### src/gflq_pkg.sv
// types, codes and constants of the lock queue
package gflq_pkg;

  localparam int NUM_LOCKS_DEF   = 15;
  localparam int QUEUE_DEPTH_DEF = 16;

  localparam logic [6:0]  PCT_MAX   = 7'd100;
  localparam logic [6:0]  MOD_DIV   = 7'd100;
  // ceil(2^37 / 100), exact quotient by 100 for any 32-bit draw
  localparam logic [31:0] MOD_RECIP = 32'h51EB_851F;
  localparam int          MOD_SHIFT = 37;

  localparam logic [1:0] OP_CREATE  = 2'd0;
  localparam logic [1:0] OP_ACQUIRE = 2'd1;
  localparam logic [1:0] OP_RELEASE = 2'd2;
  localparam logic [1:0] OP_DESTROY = 2'd3;

  localparam logic [1:0] ST_OK     = 2'd0;
  localparam logic [1:0] ST_QUEUED = 2'd1;
  localparam logic [1:0] ST_ERROR  = 2'd2;

  typedef struct packed {
    logic [1:0]  operation;
    logic [3:0]  lock_id;
    logic [6:0]  favor_percent;
    logic [15:0] requester_pid;
    logic [7:0]  requester_gid;
    logic [31:0] random_draw;
  } in_word_t;

  typedef struct packed {
    logic [1:0]  status;
    logic [3:0]  created_lock_id;
    logic        handoff_valid;
    logic [15:0] handoff_pid;
  } out_word_t;

  typedef struct packed {
    logic [15:0] pid;
    logic [7:0]  gid;
  } waiter_t;

  typedef struct packed {
    logic cap_item;
    logic exec_op;
    logic idx_inc;
    logic hit_set;
    logic idx_load_tgt;
    logic rd_cur;
    logic rd_next;
    logic wr_cur;
    logic cap_pid;
    logic rel_finish;
    logic out_load;
  } ctrl_cmd_t;

  typedef struct packed {
    logic rel_scan;
    logic gid_match;
    logic scan_last;
    logic mod_done;
    logic shift_more;
  } ctrl_sts_t;

endpackage

### src/gflq_ctrl.sv
// sequencer for one operation at a time and the output valid flag
module gflq_ctrl (
  input  logic                clk_i,
  input  logic                rst_ni,
  input  logic                in_valid_i,
  output logic                in_stall_o,
  output logic                out_valid_o,
  input  logic                out_stall_i,
  input  gflq_pkg::ctrl_sts_t sts_i,
  output gflq_pkg::ctrl_cmd_t cmd_o
);

  typedef enum logic [9:0] {
    S_IDLE      = 10'b00_0000_0001,
    S_DECODE    = 10'b00_0000_0010,
    S_SCAN_RD   = 10'b00_0000_0100,
    S_SCAN_CHK  = 10'b00_0000_1000,
    S_MOD_WAIT  = 10'b00_0001_0000,
    S_TGT_RD    = 10'b00_0010_0000,
    S_TGT_CAP   = 10'b00_0100_0000,
    S_SHIFT_CHK = 10'b00_1000_0000,
    S_SHIFT_WR  = 10'b01_0000_0000,
    S_DONE      = 10'b10_0000_0000
  } state_e;

  state_e state_q, state_d;
  logic   out_valid_q, out_valid_d;
  logic   out_free;

  assign out_free = !out_valid_q || !out_stall_i;

  always_comb begin
    state_d = state_q;
    cmd_o   = '0;
    case (state_q)
      S_IDLE: begin
        if (in_valid_i) begin
          cmd_o.cap_item = 1'b1;
          state_d        = S_DECODE;
        end
      end
      S_DECODE: begin
        cmd_o.exec_op = 1'b1;
        state_d       = sts_i.rel_scan ? S_SCAN_RD : S_DONE;
      end
      S_SCAN_RD: begin
        cmd_o.rd_cur = 1'b1;
        state_d      = S_SCAN_CHK;
      end
      S_SCAN_CHK: begin
        if (sts_i.gid_match) begin
          cmd_o.hit_set = 1'b1;
          state_d       = S_MOD_WAIT;
        end else if (sts_i.scan_last) begin
          state_d = S_MOD_WAIT;
        end else begin
          cmd_o.idx_inc = 1'b1;
          state_d       = S_SCAN_RD;
        end
      end
      S_MOD_WAIT: begin
        if (sts_i.mod_done) begin
          cmd_o.idx_load_tgt = 1'b1;
          state_d            = S_TGT_RD;
        end
      end
      S_TGT_RD: begin
        cmd_o.rd_cur = 1'b1;
        state_d      = S_TGT_CAP;
      end
      S_TGT_CAP: begin
        cmd_o.cap_pid = 1'b1;
        state_d       = S_SHIFT_CHK;
      end
      S_SHIFT_CHK: begin
        if (sts_i.shift_more) begin
          cmd_o.rd_next = 1'b1;
          state_d       = S_SHIFT_WR;
        end else begin
          cmd_o.rel_finish = 1'b1;
          state_d          = S_DONE;
        end
      end
      S_SHIFT_WR: begin
        cmd_o.wr_cur  = 1'b1;
        cmd_o.idx_inc = 1'b1;
        state_d       = S_SHIFT_CHK;
      end
      S_DONE: begin
        if (out_free) begin
          cmd_o.out_load = 1'b1;
          state_d        = S_IDLE;
        end
      end
      default: begin
        state_d = S_IDLE;
      end
    endcase
  end

  always_comb begin
    out_valid_d = out_valid_q;
    if (cmd_o.out_load) begin
      out_valid_d = 1'b1;
    end else if (out_valid_q && !out_stall_i) begin
      out_valid_d = 1'b0;
    end
  end

  always_ff @(posedge clk_i or negedge rst_ni) begin
    if (!rst_ni) begin
      state_q     <= S_IDLE;
      out_valid_q <= 1'b0;
    end else begin
      state_q     <= state_d;
      out_valid_q <= out_valid_d;
    end
  end

  assign in_stall_o  = (state_q != S_IDLE);
  assign out_valid_o = out_valid_q;

endmodule

### config.mk
export PLATFORM = sky130hd
export DESIGN_NAME = gflq_ctrl
export DESIGN_NICKNAME = d
export VERILOG_FILES = /design/src/gflq_pkg.sv /design/src/gflq_ctrl.sv
export SDC_FILE = /design/constraint.sdc
export NUM_CORES = 1
export LEC_CHECK = 0
export CAP_MARGIN = 15
export CELL_PAD_IN_SITES_DETAIL_PLACEMENT = 0
export CELL_PAD_IN_SITES_GLOBAL_PLACEMENT = 1
export CORE_AREA = 2 2 45 47
export DETAILED_ROUTE_END_ITERATION = 8
export DIE_AREA = 0 0 47 49
export DONT_BUFFER_PORTS = 1
export PLACE_DENSITY = 0.74
export SETUP_SLACK_MARGIN = 0.2
export SLEW_MARGIN = 20
export SYNTH_ARGS = -nofsm -noshare
export SYNTH_HDL_FRONTEND = slang
export SYNTH_SLANG_ARGS = --single-unit
### constraint.sdc
create_clock -name clk_i -period 2.9 [get_ports clk_i]
set_clock_uncertainty 0.05 [all_clocks]
set_input_delay 0.725 -clock clk_i [delete_from_list [all_inputs] [get_ports clk_i]]
set_output_delay 0.725 -clock clk_i [all_outputs]
set_load 0.02 [all_outputs]
# After elaboration in Yosys (flattened, before gate mapping)
# Index checks and enable logic that the tools add are counted.
[totals]
reg_bits = 11
input_bits = 9
out_inout_bits = 13
[classes]
eq_ne = 14
mux = 29
n_reduce_logical = 8
[ops]
columns = ["op", "count"]
rows = [
  ["case mux 10 bit (9 select lines)", 1],
  ["two-way mux 10 bit", 6],
  ["two-way mux 1 bit", 20],
  ["equality test 10 x 1 -> 1 bit (second input constant)", 1],
  ["equality test 10 bit (second input constant)", 1],
  ["equality test 10 x 2 -> 1 bit (second input constant)", 1],
  ["equality test 10 x 3 -> 1 bit (second input constant)", 1],
  ["equality test 10 x 4 -> 1 bit (second input constant)", 1],
  ["equality test 10 x 5 -> 1 bit (second input constant)", 1],
  ["equality test 10 x 6 -> 1 bit (second input constant)", 1],
  ["equality test 10 x 7 -> 1 bit (second input constant)", 1],
  ["equality test 10 x 8 -> 1 bit (second input constant)", 1],
  ["equality test 10 x 9 -> 1 bit (second input constant)", 1],
  ["!= test 10 x 1 -> 1 bit (second input constant)", 1],
  ["!= test 2 bit (second input constant)", 3],
  ["two-way mux 5 bit", 1],
  ["OR reduction 2 bit", 2],
  ["AND reduction 3 bit", 1],
  ["logical NOT 1 bit", 2],
  ["case mux 1 bit (2 select lines)", 1],
  ["nonzero test 2 bit", 1],
  ["logical AND 1 bit", 1],
  ["logical OR 1 bit", 1],
]

# Depth between registers and ports, before layout
[depth]
word_depth = 5
ltp_mapped = 6
ltp_nobuf = 4

# Worst setup path before layout
# Ideal clock, no wire load.
[synth_path]
kind = "register to output"
from = "register state_q[5]"
to = "output cmd_o[2] (netlist name)"
arrival_time_ns = 2.037
required_time_ns = 2.125
setup_slack_ns = 0.088
path_stages_with_launch = 4
path_buffers = 0
cell_sequence = "dfrtp_1 or4_4 or2_2 nor4b_1"
[synth_lines]
columns = ["item", "line", "text"]
rows = [
  ["start, declared", "gflq_ctrl.sv:26", "state_e state_q, state_d;"],
  ["start signal, assigned", "gflq_ctrl.sv:115", "state_q <= state_d;"],
  ["end, declared", "gflq_ctrl.sv:10", "output gflq_pkg::ctrl_cmd_t cmd_o"],
]

==> metrics.md <==
| Metric | Value |
|---|---|
| RSZ-0062 raised after global routing | `true` |
| Worst-case vdd ir drop | `about 0.00036 V` |
| Crit path max fanout | `4` |
| Number of synthesized flops with an enable pin | `0` |
| Drt wl/cell | `15.9 um` |
| Number of global-route vias before repair | `650` |
| Placer Congestion | `about 0.73` |
| Post-synth top area share | `between 30% and 40%` |
| Seq/Total Area, Yosys | `approximately 36%` |
| Post-route ant nets | `0` |
| Syn Area/Cell | `9.19 um2` |
| First-pass GRT wire length | `2970 um` |
| Dominant cell type by area after synthesis | `dfrtp_1` |
| H-tree level count | `1` |
| Die X | `~47 um` |
| Worst EP required | `between 2 and 2.5 ns` |
| Status | `completed` |
| Via Count | `a little under 700` |
| Initial DRC Count | `15` |
| Fin util | `53.0%` |
| Worst hold-check path type | `in2async` |
| Crit path cell chain | `or4_4, or2_4, nor4b_4, buf_4` |
| TritonCTS clock tree | `done` |
| Synth top area cells | `dfrtp_1 (32%), nor4_1 (4.9%), nor4b_1 (4.5%)` |
| Gate Count Post-Synth | `84` |
| N_diodes | `0` |
| Mapped Nets | `93` |
| Part of the cycle the worst path needs | `between 90% and 100%` |
| Synth cell count leaders | `dfrtp_1 (10), nand2_1 (7), nor4_1 (6), nor2_1 (5)` |
| FFs w/ async S/R, synth | `100%` |
| Largest net degree at the start of global routing | `12` |
| Core ar. | `1840 um2` |
| Worst r2r src | `state_q[5]$_DFFE_PN0P_` |
| Final count of hold timing violations | `0` |
| Critical path startpoint category | `flop` |
| Cell with the most instances after synthesis | `dfrtp_1` |
| Hold-fix buffers, CTS | `0` |
| Clk sink count | `11` |
| Slew margin rel. | `66.0%` |
| Yosys warning total | `0` |
| Max Cap Violations | `0` |
| Tightest Pin Transition | `approximately 0.5 ns` |
| Via-to-Cell Ratio | `5.61` |
| Final Max Tran Viols | `0` |
| #FFs+latches synth | `11` |
| Row count | `16` |
| Initial antenna violation count | `0` |
| CP arrival | `a little under 2 ns` |
| Drt drc | `0` |
| CTS Buffer Depth | `2` |
| TritonRoute pass-1 iters | `4` |
| Crit-path max cell delay | `around 0.60 ns` |
| Total wire length | `1920 um` |
| TritonCTS Buffers | `3` |
| Setup TNS | `0 ns` |
| Static leakage | `a little over 0.4 nW` |
| Starting density of the core | `around two fifths` |
| Crit path time final | `2.73 ns` |
| Pre-CTS setup slack | `approximately 0.25 ns` |
| Gr ovfl total | `0` |
| Pwr dens | `621 nW/um2` |
| Mapped Area | `approximately 770 um2` |
| Clk_lat worst skew | `between 0.2 and 0.3 ns` |
| Root Driver | `clkbuf_4` |
| Die Y | `slightly below 50 um` |
| Clock slew at reported path FFs | `roughly 0.08 ns` |
| Crit Path Class | `reg2out` |
| Total Routing Usage GR | `17.8%` |
| I/O Buffers | `0` |
| Start point of the critical path | `state_q[5]$_DFFE_PN0P_` |
| CP Buf/Inv Count | `1` |
| Final worst setup slack | `0.168 ns` |
| Primary FF master, synth | `dfrtp_1` |
| Critical Path Sink Type | `output port` |
| IO Count | `22` |
| Die Area | `2300 um2` |
| Hpwl dp | `approximately 1300 um` |
| Top delay family on crit path | `simple AND/OR/NAND/NOR gates` |
| CP max stage cell | `or4_4` |
| Nets | `about 100` |
| Fmax | `0.366 GHz` |
| P&R area growth vs syn | `26.4%` |
| Setup-failing EPs final | `0` |
| Unique cell type count in the Yosys netlist | `35` |
| Share of layout cells above drive strength 1 | `a little under half` |
## layer usage
metal | global-route usage [%] | vias to the layer above | wire [um]
li1 | - | 327 | -
met1 | 22.0 | 325 | 730
met2 | 28.3 | 20 | 1040
met3 | 3.33 | 7 | 105
met4 | 9.26 | 0 | 44
met5 | 0 | - | 0
## where the power goes
part	internal, mW	switching, mW
clock network	0.0513	0.0602
logic	0.122	0.158
registers	0.180	0.0354
## registers in the layout (all words and copies together) (netlist names)
| register | cells |
|---|---|
| out_valid_o | 1 |
| state_q | 10 |
## cells in the final DEF (no fill, tap or decap), types with 2 or more instances in the layout
cell,n
xor2_1,3
buf_4,12
clkbuf_4,3
nor4_4,2
nor4b_4,2
nor4b_1,3
dfrtp_2,6
or2_4,2
inv_2,2
nor3_1,2
a211oi_1,3
dfrtp_1,4
o41ai_1,2
nand2b_1,3
or4_4,2
nand2_1,7
nor4_1,3
nor2_1,5
inv_1,3
or3b_2,2
and2_1,2
xnor2_1,2
## logic make-up after synthesis
| family | Yosys count | share of synthesized area [%] |
|---|---|---|
| AND/OR/NAND/NOR | 47 | 40.8 |
| XOR/XNOR | 5 | 5.67 |
| buffers and inverters | 12 | 8.43 |
| AO/OA/AOI/OAI | 9 | 9.24 |
| flip-flops | 11 | 35.8 |
## path summary, 6_finish.rpt
kind                       cells after the start                      to  slack (ns)
max in group asynchronous                      0  state_q[0]$_DFFE_PN1P_        2.55
hold reg to reg                                1  state_q[7]$_DFFE_PN0P_        0.50
min in group clk_i                             1  state_q[0]$_DFFE_PN1P_        0.46
setup / recovery                               4                cmd_o[2]        0.17
setup reg to reg                               5  state_q[9]$_DFFE_PN0P_        0.89
hold / removal                                 0  state_q[6]$_DFFE_PN0P_        0.07
## worst register-to-register path: cells and delay by family (launching register included)
family,cells,cell delay (ns)
AOI/OAI and AO/OA,1,0.15
buffers and inverters,2,0.23
DFF,1,0.40
and+or+nand+nor,2,1.10
## final cells by class
type	instances	area, um2
clock buffers	3	22.5
clock inverters	1	5.00
fillers	191	866
inverters	5	18.8
multi-input cells	61	510
flip-flops and latches	11	284
well taps	27	33.8
repair buffers	13	101
## metrics by stage
step           instance area [um2]  std cells  hold WS [ns]  power, mW
2_1_floorplan                  778         84         0.379      0.406
3_3_place_gp                   796        108         0.380      0.431
4_1_cts                        891        117        0.0739      0.567
3_5_place_dp                   796        108         0.380      0.434
5_1_grt                        976        121        0.0602      0.639
6_report                       976        121        0.0750      0.606
## timing repair
action                                  in CTS  in global routing
cloned                                       0                  0
endpoints found under the setup margin       9                 10
pin swaps                                    2                  3
setup buffers                                5                  4
gates resized for setup                     10                 12
(Power assumes the default switching activity.)
